File: config.mk
export PLATFORM = sky130hd
export DESIGN_NAME = positional_list_store
export DESIGN_NICKNAME = d
export VERILOG_FILES = /design/src/rtl/pls_pkg.sv /design/src/rtl/pls_ctrl.sv /design/src/rtl/pls_datapath.sv /design/src/rtl/positional_list_store.sv
export SDC_FILE = /design/constraint.sdc
export NUM_CORES = 2
export LEC_CHECK = 0
export ABC_AREA = 1
export BUFFER_PORTS_ARGS = -buffer_cell sky130_fd_sc_hd__buf_2
export CAP_MARGIN = 40
export CORE_MARGIN = 3
export CORE_UTILIZATION = 45
export CTS_CLUSTER_SIZE = 14
export DETAILED_ROUTE_END_ITERATION = 8
export SYNTH_ARGS = -nofsm -noshare
export SYNTH_HDL_FRONTEND = slang
export SYNTH_HIERARCHICAL = 1
export SYNTH_SLANG_ARGS = --single-unit
File: constraint.sdc
create_clock -name clk -period 6.69 [get_ports clk]
set_input_delay 0.669 -clock clk [delete_from_list [all_inputs] [get_ports clk]]
set_output_delay 0.669 -clock clk [all_outputs]
set_load 0.005 [all_outputs]
File: src/rtl/pls_pkg.sv
// shared types and constants for the positional list store
package pls_pkg;

    // default number of entries held
    localparam int CAPACITY_DEF = 64;

    // operation codes of a transaction
    typedef enum logic [2:0] {
        KIND_INS_FRONT = 3'd0,
        KIND_INS_BACK  = 3'd1,
        KIND_INS_AT    = 3'd2,
        KIND_DEL_FRONT = 3'd3,
        KIND_DEL_BACK  = 3'd4,
        KIND_DEL_AT    = 3'd5
    } kind_t;

    // result status codes
    typedef enum logic [1:0] {
        STAT_OK    = 2'd0,
        STAT_FULL  = 2'd1,
        STAT_EMPTY = 2'd2,
        STAT_RANGE = 2'd3
    } status_t;

    // controller states
    typedef enum logic [3:0] {
        S_IDLE,
        S_SETUP,
        S_INS_RD,
        S_INS_WR,
        S_TAKE_RD,
        S_TAKE_WR,
        S_DEL_RD,
        S_DEL_WR,
        S_FINISH
    } state_t;

    // memory read address select
    typedef enum logic [1:0] {
        RD_HERE,
        RD_PREV,
        RD_NEXT
    } rd_sel_t;

    // commands from controller to datapath
    typedef struct packed {
        logic    load;
        logic    setup;
        logic    rd_en;
        rd_sel_t rd_sel;
        logic    wr_shift;
        logic    wr_value;
        logic    capture;
        logic    finish;
    } ctl_t;

    // status from datapath to controller
    typedef struct packed {
        logic ins_go;
        logic del_go;
        logic more;
    } stat_t;

endpackage

File: src/rtl/pls_ctrl.sv
// controller state machine for the positional list store
module pls_ctrl
(
    input  logic           clk,
    input  logic           rst_n,
    input  logic           start,
    input  pls_pkg::stat_t stat,
    output pls_pkg::ctl_t  ctl,
    output logic           busy
);

    pls_pkg::state_t state_reg;
    pls_pkg::state_t state_next;

    // state register
    always_ff @(posedge clk or negedge rst_n)
    begin
        if (!rst_n)
        begin
            state_reg <= pls_pkg::S_IDLE;
        end
        else
        begin
            state_reg <= state_next;
        end
    end

    // next state
    always_comb
    begin
        state_next = state_reg;
        case (state_reg)
            pls_pkg::S_IDLE:
            begin
                if (start)
                begin
                    state_next = pls_pkg::S_SETUP;
                end
            end
            pls_pkg::S_SETUP:
            begin
                if (stat.ins_go)
                begin
                    state_next = pls_pkg::S_INS_RD;
                end
                else if (stat.del_go)
                begin
                    state_next = pls_pkg::S_TAKE_RD;
                end
                else
                begin
                    state_next = pls_pkg::S_FINISH;
                end
            end
            pls_pkg::S_INS_RD:
            begin
                state_next = stat.more ? pls_pkg::S_INS_WR : pls_pkg::S_FINISH;
            end
            pls_pkg::S_INS_WR:
            begin
                state_next = pls_pkg::S_INS_RD;
            end
            pls_pkg::S_TAKE_RD:
            begin
                state_next = pls_pkg::S_TAKE_WR;
            end
            pls_pkg::S_TAKE_WR:
            begin
                state_next = pls_pkg::S_DEL_RD;
            end
            pls_pkg::S_DEL_RD:
            begin
                state_next = stat.more ? pls_pkg::S_DEL_WR : pls_pkg::S_FINISH;
            end
            pls_pkg::S_DEL_WR:
            begin
                state_next = pls_pkg::S_DEL_RD;
            end
            pls_pkg::S_FINISH:
            begin
                state_next = pls_pkg::S_IDLE;
            end
            default:
            begin
                state_next = pls_pkg::S_IDLE;
            end
        endcase
    end

    // command outputs
    always_comb
    begin
        ctl        = '0;
        ctl.rd_sel = pls_pkg::RD_HERE;
        busy       = 1'b1;
        case (state_reg)
            pls_pkg::S_IDLE:
            begin
                busy     = 1'b0;
                ctl.load = start;
            end
            pls_pkg::S_SETUP:
            begin
                ctl.setup = 1'b1;
            end
            pls_pkg::S_INS_RD:
            begin
                if (stat.more)
                begin
                    ctl.rd_en  = 1'b1;
                    ctl.rd_sel = pls_pkg::RD_PREV;
                end
                else
                begin
                    ctl.wr_value = 1'b1;
                end
            end
            pls_pkg::S_INS_WR:
            begin
                ctl.wr_shift = 1'b1;
            end
            pls_pkg::S_TAKE_RD:
            begin
                ctl.rd_en  = 1'b1;
                ctl.rd_sel = pls_pkg::RD_HERE;
            end
            pls_pkg::S_TAKE_WR:
            begin
                ctl.capture = 1'b1;
            end
            pls_pkg::S_DEL_RD:
            begin
                if (stat.more)
                begin
                    ctl.rd_en  = 1'b1;
                    ctl.rd_sel = pls_pkg::RD_NEXT;
                end
            end
            pls_pkg::S_DEL_WR:
            begin
                ctl.wr_shift = 1'b1;
            end
            pls_pkg::S_FINISH:
            begin
                ctl.finish = 1'b1;
            end
            default:
            begin
                busy = 1'b1;
            end
        endcase
    end

endmodule

File: src/rtl/pls_datapath.sv
// entry memory, count, checks and result registers of the positional list store
module pls_datapath
#(
    parameter int CAPACITY = pls_pkg::CAPACITY_DEF
)
(
    input  logic                clk,
    input  logic                rst_n,
    input  pls_pkg::ctl_t       ctl,
    output pls_pkg::stat_t      stat,
    input  logic [2:0]          kind,
    input  logic signed [31:0]  value,
    input  logic [6:0]          position,
    output logic                done,
    output logic signed [31:0]  removed_value,
    output logic [1:0]          status,
    output logic [6:0]          entry_count
);

    localparam int AW    = $clog2(CAPACITY);
    localparam int CW    = $clog2(CAPACITY + 1);
    localparam int CMP_W = (CW > 7) ? CW : 7;
    localparam logic [CMP_W-1:0] CAP_W = CMP_W'(CAPACITY);

    logic signed [31:0] mem [CAPACITY];
    logic signed [31:0] rd_data_reg;
    logic signed [31:0] rd_data;

    pls_pkg::kind_t     kind_reg;
    logic signed [31:0] value_reg;
    logic [6:0]         pos_reg;
    logic [CW-1:0]      count_reg;
    logic [CW-1:0]      count_next;
    logic [AW-1:0]      idx_reg;
    logic [AW-1:0]      idx_next;
    logic signed [31:0] taken_reg;

    logic               done_reg;
    logic signed [31:0] removed_reg;
    pls_pkg::status_t   status_reg;
    logic [6:0]         entry_count_reg;

    logic [CMP_W-1:0]   count_w;
    logic [CMP_W-1:0]   pos_w;
    logic [CMP_W-1:0]   where_w;
    logic [CMP_W-1:0]   count_out_w;
    logic [AW-1:0]      where_a;
    logic [AW-1:0]      rd_addr;
    logic               is_ins;
    logic               is_del;
    pls_pkg::status_t   st;

    assign count_w = CMP_W'(count_reg);
    assign pos_w   = CMP_W'(pos_reg);

    // decode of the latched transaction
    always_comb
    begin
        is_ins = kind_reg inside {pls_pkg::KIND_INS_FRONT, pls_pkg::KIND_INS_BACK,
                                  pls_pkg::KIND_INS_AT};
        is_del = kind_reg inside {pls_pkg::KIND_DEL_FRONT, pls_pkg::KIND_DEL_BACK,
                                  pls_pkg::KIND_DEL_AT};
        case (kind_reg)
            pls_pkg::KIND_INS_FRONT: where_w = '0;
            pls_pkg::KIND_INS_BACK:  where_w = count_w;
            pls_pkg::KIND_INS_AT:    where_w = pos_w;
            pls_pkg::KIND_DEL_FRONT: where_w = '0;
            pls_pkg::KIND_DEL_BACK:  where_w = count_w - CMP_W'(1);
            pls_pkg::KIND_DEL_AT:    where_w = pos_w;
            default:                 where_w = '0;
        endcase
    end

    assign where_a = where_w[AW-1:0];

    // full, empty and range checks, full and empty take priority
    always_comb
    begin
        st = pls_pkg::STAT_OK;
        if (is_ins)
        begin
            if (count_w == CAP_W)
            begin
                st = pls_pkg::STAT_FULL;
            end
            else if (where_w > count_w)
            begin
                st = pls_pkg::STAT_RANGE;
            end
        end
        else if (is_del)
        begin
            if (count_w == '0)
            begin
                st = pls_pkg::STAT_EMPTY;
            end
            else if (where_w >= count_w)
            begin
                st = pls_pkg::STAT_RANGE;
            end
        end
    end

    // status toward the controller
    always_comb
    begin
        stat.ins_go = is_ins && (st == pls_pkg::STAT_OK);
        stat.del_go = is_del && (st == pls_pkg::STAT_OK);
        if (is_ins)
        begin
            stat.more = idx_reg > where_a;
        end
        else
        begin
            stat.more = (CMP_W'(idx_reg) + CMP_W'(1)) < count_w;
        end
    end

    // read address select
    always_comb
    begin
        case (ctl.rd_sel)
            pls_pkg::RD_HERE: rd_addr = idx_reg;
            pls_pkg::RD_PREV: rd_addr = idx_reg - AW'(1);
            pls_pkg::RD_NEXT: rd_addr = idx_reg + AW'(1);
            default:          rd_addr = idx_reg;
        endcase
    end

    // entry memory, one write and one registered read
    always_ff @(posedge clk)
    begin
        if (ctl.wr_shift)
        begin
            mem[idx_reg] <= rd_data_reg;
        end
        else if (ctl.wr_value)
        begin
            mem[idx_reg] <= value_reg;
        end
        if (ctl.rd_en)
        begin
            rd_data_reg <= mem[rd_addr];
        end
    end

    // walk index, down for inserts and up for deletes
    always_comb
    begin
        idx_next = idx_reg;
        if (ctl.setup)
        begin
            idx_next = is_ins ? count_w[AW-1:0] : where_a;
        end
        else if (ctl.wr_shift)
        begin
            idx_next = is_ins ? (idx_reg - AW'(1)) : (idx_reg + AW'(1));
        end
    end

    // transaction payload registers
    always_ff @(posedge clk)
    begin
        if (ctl.load)
        begin
            kind_reg  <= pls_pkg::kind_t'(kind);
            value_reg <= value;
            pos_reg   <= position;
        end
        if (ctl.capture)
        begin
            taken_reg <= rd_data;
        end
        idx_reg <= idx_next;
    end

    assign rd_data = rd_data_reg;

    // count after the operation
    always_comb
    begin
        count_next = count_reg;
        if (ctl.finish)
        begin
            if (stat.ins_go)
            begin
                count_next = count_reg + CW'(1);
            end
            else if (stat.del_go)
            begin
                count_next = count_reg - CW'(1);
            end
        end
    end

    assign count_out_w = CMP_W'(count_next);

    // count and result strobe
    always_ff @(posedge clk or negedge rst_n)
    begin
        if (!rst_n)
        begin
            count_reg <= '0;
            done_reg  <= 1'b0;
        end
        else
        begin
            count_reg <= count_next;
            done_reg  <= ctl.finish;
        end
    end

    // result payload
    always_ff @(posedge clk)
    begin
        if (ctl.finish)
        begin
            removed_reg     <= stat.del_go ? taken_reg : 32'sd0;
            status_reg      <= st;
            entry_count_reg <= count_out_w[6:0];
        end
    end

    assign done          = done_reg;
    assign removed_value = removed_reg;
    assign status        = status_reg;
    assign entry_count   = entry_count_reg;

endmodule

File: src/rtl/positional_list_store.sv
// top level of the positional list store
//
// Ordered store of up to CAPACITY signed 32-bit words with insert and delete at the front,
// the back or a 0-based position. A transaction is taken when start is high and busy is
// low; the result is shown for exactly one cycle with done high, and the receiver cannot
// stall it. Entries live in a single memory with one write and one registered read port,
// so every entry that moves is read and then written in its new place. A rejected or
// unused operation goes from setup to finish; an insert shifts entries back from the end,
// then writes the new word; a delete captures its word, then shifts later entries forward.
// busy drops in the cycle that done is high, so the next transaction can be taken right then.
// No clearing pass follows reset: the store starts empty with its count at zero.
module positional_list_store
#(
    parameter int CAPACITY = pls_pkg::CAPACITY_DEF
)
(
    input  logic               clk,
    input  logic               rst_n,
    input  logic               start,
    output logic               busy,
    input  logic [2:0]         kind,
    input  logic signed [31:0] value,
    input  logic [6:0]         position,
    output logic               done,
    output logic signed [31:0] removed_value,
    output logic [1:0]         status,
    output logic [6:0]         entry_count
);

    pls_pkg::ctl_t  ctl;
    pls_pkg::stat_t stat;

    // sequencer
    pls_ctrl u_ctrl
    (
        .clk   (clk),
        .rst_n (rst_n),
        .start (start),
        .stat  (stat),
        .ctl   (ctl),
        .busy  (busy)
    );

    // storage and checks
    pls_datapath
    #(
        .CAPACITY (CAPACITY)
    )
    u_datapath
    (
        .clk           (clk),
        .rst_n         (rst_n),
        .ctl           (ctl),
        .stat          (stat),
        .kind          (kind),
        .value         (value),
        .position      (position),
        .done          (done),
        .removed_value (removed_value),
        .status        (status),
        .entry_count   (entry_count)
    );

`ifndef SYNTHESIS
    // a result only shows while the controller is free
    a_done_not_busy: assert property (@(posedge clk) disable iff (!rst_n)
        done |-> !busy)
        else $error("result strobe while busy");

    // an accepted transaction makes the block busy
    a_accept_busy: assert property (@(posedge clk) disable iff (!rst_n)
        (start && !busy) |=> busy)
        else $error("accepted transaction did not raise busy");

    // results never come in adjacent cycles
    a_done_pulse: assert property (@(posedge clk) disable iff (!rst_n)
        done |=> !done)
        else $error("result strobe held for two cycles");

    // failed operations return no word
    a_fail_zero: assert property (@(posedge clk) disable iff (!rst_n)
        (done && (status != pls_pkg::STAT_OK)) |-> (removed_value == 32'sd0))
        else $error("failed operation returned a word");
`endif

endmodule

==> metrics.yaml <==
outcome:
  status: "finished, final reports clean"
synth:
  ys_seq_elements: 2213
  synth_edf_count: 2201
  avgSynthCellArea_um2: 11.4
  synth_largest_area_cell: "edfxtp_1"
  synthCells: 8401
  synth-seq-area-share_pct: 69.3
  yosysMostFrequentCell: "edfxtp_1"
  synth_fp_nets: 8471
  yosys_warnings: 6
  synth.top_cell.area_share_pct: 69.0
  yosys.cell_types.count: 39
  netlist_top_cells_count: "2201 x edfxtp_1, 2027 x nand3_1, 1789 x nand2_1"
  synth_area_leaders: "edfxtp_1 69%, nand3_1 11%, nand2_1 7.0%, nand3b_1 5.0%, inv_1 3.2%"
  dominantRegCellSynth: "edfxtp_1"
  syn_area_um2: 95800
  synth-async-reset-ratio_pct: 0.542
sta:
  setup_viol: 0
  min_period_over_period_pct: 96.1
  finClkSkew_ps: 43.1
  rsz0062_at_grt: "true"
  max_freq_mhz: 156
  finalHoldViolations: 0
  finalCriticalPeriod_ps: 6430
  whs_ps: 70.8
  max_slew_margin_pct: 34.9
  slew_viol_final: 0
  worst_pin_slew_ps: 976
grt:
  track_usage_pct: 26.0
  first_global_vias: 61800
  grt_antenna_before_repair: 16
  overflow: 0
  grt_max_degree: 127
  grt_pass1_wl_mm: 422
drt:
  first_pass_iters: 5
  drt_wl_total_mm: 289
  avgRoutedWirePerCell_um: 25.2
  vias_per_cell: 5.72
  num_vias: 65600
  drt_iter0_markers: 8085
  drtAntennaViolNets: 0
  drc: 0
cts:
  clk_latency_ps: 880
  htree_levels: 4
  cts_sinks: 2213
  clock-root-buffer: "clkbuf_16"
  numCtsBuffers: 223
  clk_pin_slew_worst_paths_ps: 60
  cts_tree: "built"
  cts_max_path_buffers: 3
critical_path:
  worstSetupEndpointType: "flop"
  arrival_ps: 7140
  cp_max_fo: 93
  start_kind: "flop"
  cp_slowest_cell: "dfrtp_1"
  max_stage_delay_ps: 430
  critPathRequiredTime_ps: 7410
  crit_type: "reg -> reg"
  cpMostUsedCell: "nand3_1"
power:
  power_per_cell_area_nw_per_um2: 507
  power_leakage_uw: 0.0411
  ir_drop_v: 0.000475
finish:
  filler_cell_count: 18200
  stdcell_area_um2: 109000
  fin_nets: 8556
  multi_input_comb_area_um2: 24400
  seq_area_um2: 66400
  area_growth_syn_to_layout_pct: 13.4
  largest_reg_flops: 2048
  top_register: "u_datapath/mem"
  drive_above_1_share_pct: 9.79
  final_util_pct: 51.6
die:
  row_count: 168
  core_area_um2: 211000
  die_h_um: 468
  dieArea_um2: 219000
  dieWidth_um: 468
  io_pins: 88
  start_util_pct: 45.5
place:
  io_buffer_count: 87
  place_congestion: 0.838
  place_area_um2: 101000
  hpwl_mm: 162
run:
  maxCapViolCount: 0
worst_hold_path:
  hp-class: "in -> reg"
per-stage QoR:
stage	TNS, ps	setup WS (ps)	instances	power, uW
after global routing	-539	-134	11500	57600
after floorplan	0	265	8401	32600
final	0	262	11500	55000
after CTS	0	129	11500	54800
after detailed placement	0	181	11000	42900
after global placement	0	207	11000	42600
cells in the final DEF, fill, tap and decap left out, types with 25 or more instances in the layout:
cell | netlist | final
nor2_1 | 118 | 62
mux2_2 | 32 | 32
clkinv_1 | 5 | 64
nor2_4 | 2 | 58
buf_4 | 15 | 215
nand3_1 | 2027 | 2010
clkbuf_16 | 0 | 225
edfxtp_1 | 2201 | 2201
dlygate4sd3_1 | 0 | 36
ha_1 | 25 | 25
buf_2 | 249 | 87
o211ai_1 | 34 | 34
clkbuf_1 | 239 | 49
inv_1 | 821 | 821
buf_12 | 0 | 77
nand3b_1 | 642 | 642
clkinv_2 | 0 | 43
nand2_1 | 1789 | 1786
routing by layer:
metal | vias up | global-route usage [%] | routed length, um
li1 | 29400 | - | -
met1 | 32500 | 36.4 | 118000
met2 | 3230 | 40.8 | 133000
met4 | 2 | 9.22 | 9860
met5 | - | 0 | 9
met3 | 487 | 4.88 | 28500
cell families (layout without fill, tap and decap cells):
| logic type | Yosys count | after routing | share of synthesized area (%) |
|---|---|---|---|
| DFF | 2213 | 2213 | 69.3 |
| adders and majority gates | 25 | 25 | 0.326 |
| buffers and inverters | 1410 | 1678 | 5.92 |
| muxes | 32 | 32 | 0.376 |
| other | 0 | 4 | 0 |
| AOI/OAI and AO/OA | 92 | 92 | 0.620 |
| xor gates and xnor gates | 14 | 14 | 0.136 |
| and+or+nand+nor | 4615 | 4615 | 23.3 |
worst paths after layout:
path	startpoint	to	slack [ps]	cells past startpoint
worst min register to register	u_datapath/rd_data[25]$_DFFE_PP_	u_datapath/taken_reg[25]$_DFFE_PP_	480	0
max in group asynchronous	rst_n	u_ctrl/state_reg[1]$_DFFE_PN0P_	6080	2
min in group asynchronous	rst_n	u_datapath/done$_DFF_PN0_	280	2
worst max register to register	u_datapath/count_reg[1]$_DFF_PN0_	u_datapath/rd_data[28]$_DFFE_PP_	260	30
worst min-delay path	value[3]	u_datapath/value_reg[3]$_DFFE_PP_	70	1
worst max-delay path	u_datapath/count_reg[1]$_DFF_PN0_	u_datapath/rd_data[28]$_DFFE_PP_	260	30
area by class of cell:
cell class | instances | share of cell area, %
antenna | 4 | 0.00921
timing repair buffer | 431 | 3.94
clock inverter | 131 | 0.919
sequential | 2213 | 61.1
inverter | 839 | 2.92
clock buffer | 277 | 5.39
multi-input combinational | 4778 | 22.5
tap | 2805 | 3.23
where the power goes:
group	total, uW	switching [uW]	internal [uW]	leakage (uW)
registers	18700	412	18200	0.0200
logic	24500	17900	6560	0.0178
clock network	11900	5260	6630	0.00336
total	55000	23600	31400	0.0411
what timing repair did:
item	4_1_cts	5_1_grt
buffers inserted	0	4
hold endpoints to repair	47	0
endpoints found under the setup margin	0	26
gates resized for setup	0	24
hold buffers	36	0
worst max-delay path: cells and delay by family, from the launching register on:
family | cells | cell delay [ps]
buf+inv | 7 | 1360
fa+ha+maj | 3 | 910
flops | 1 | 430
simple gates | 14 | 2280
xor+xnor | 1 | 180
compound gates | 5 | 990
Power figures use the tool's default switching activity.
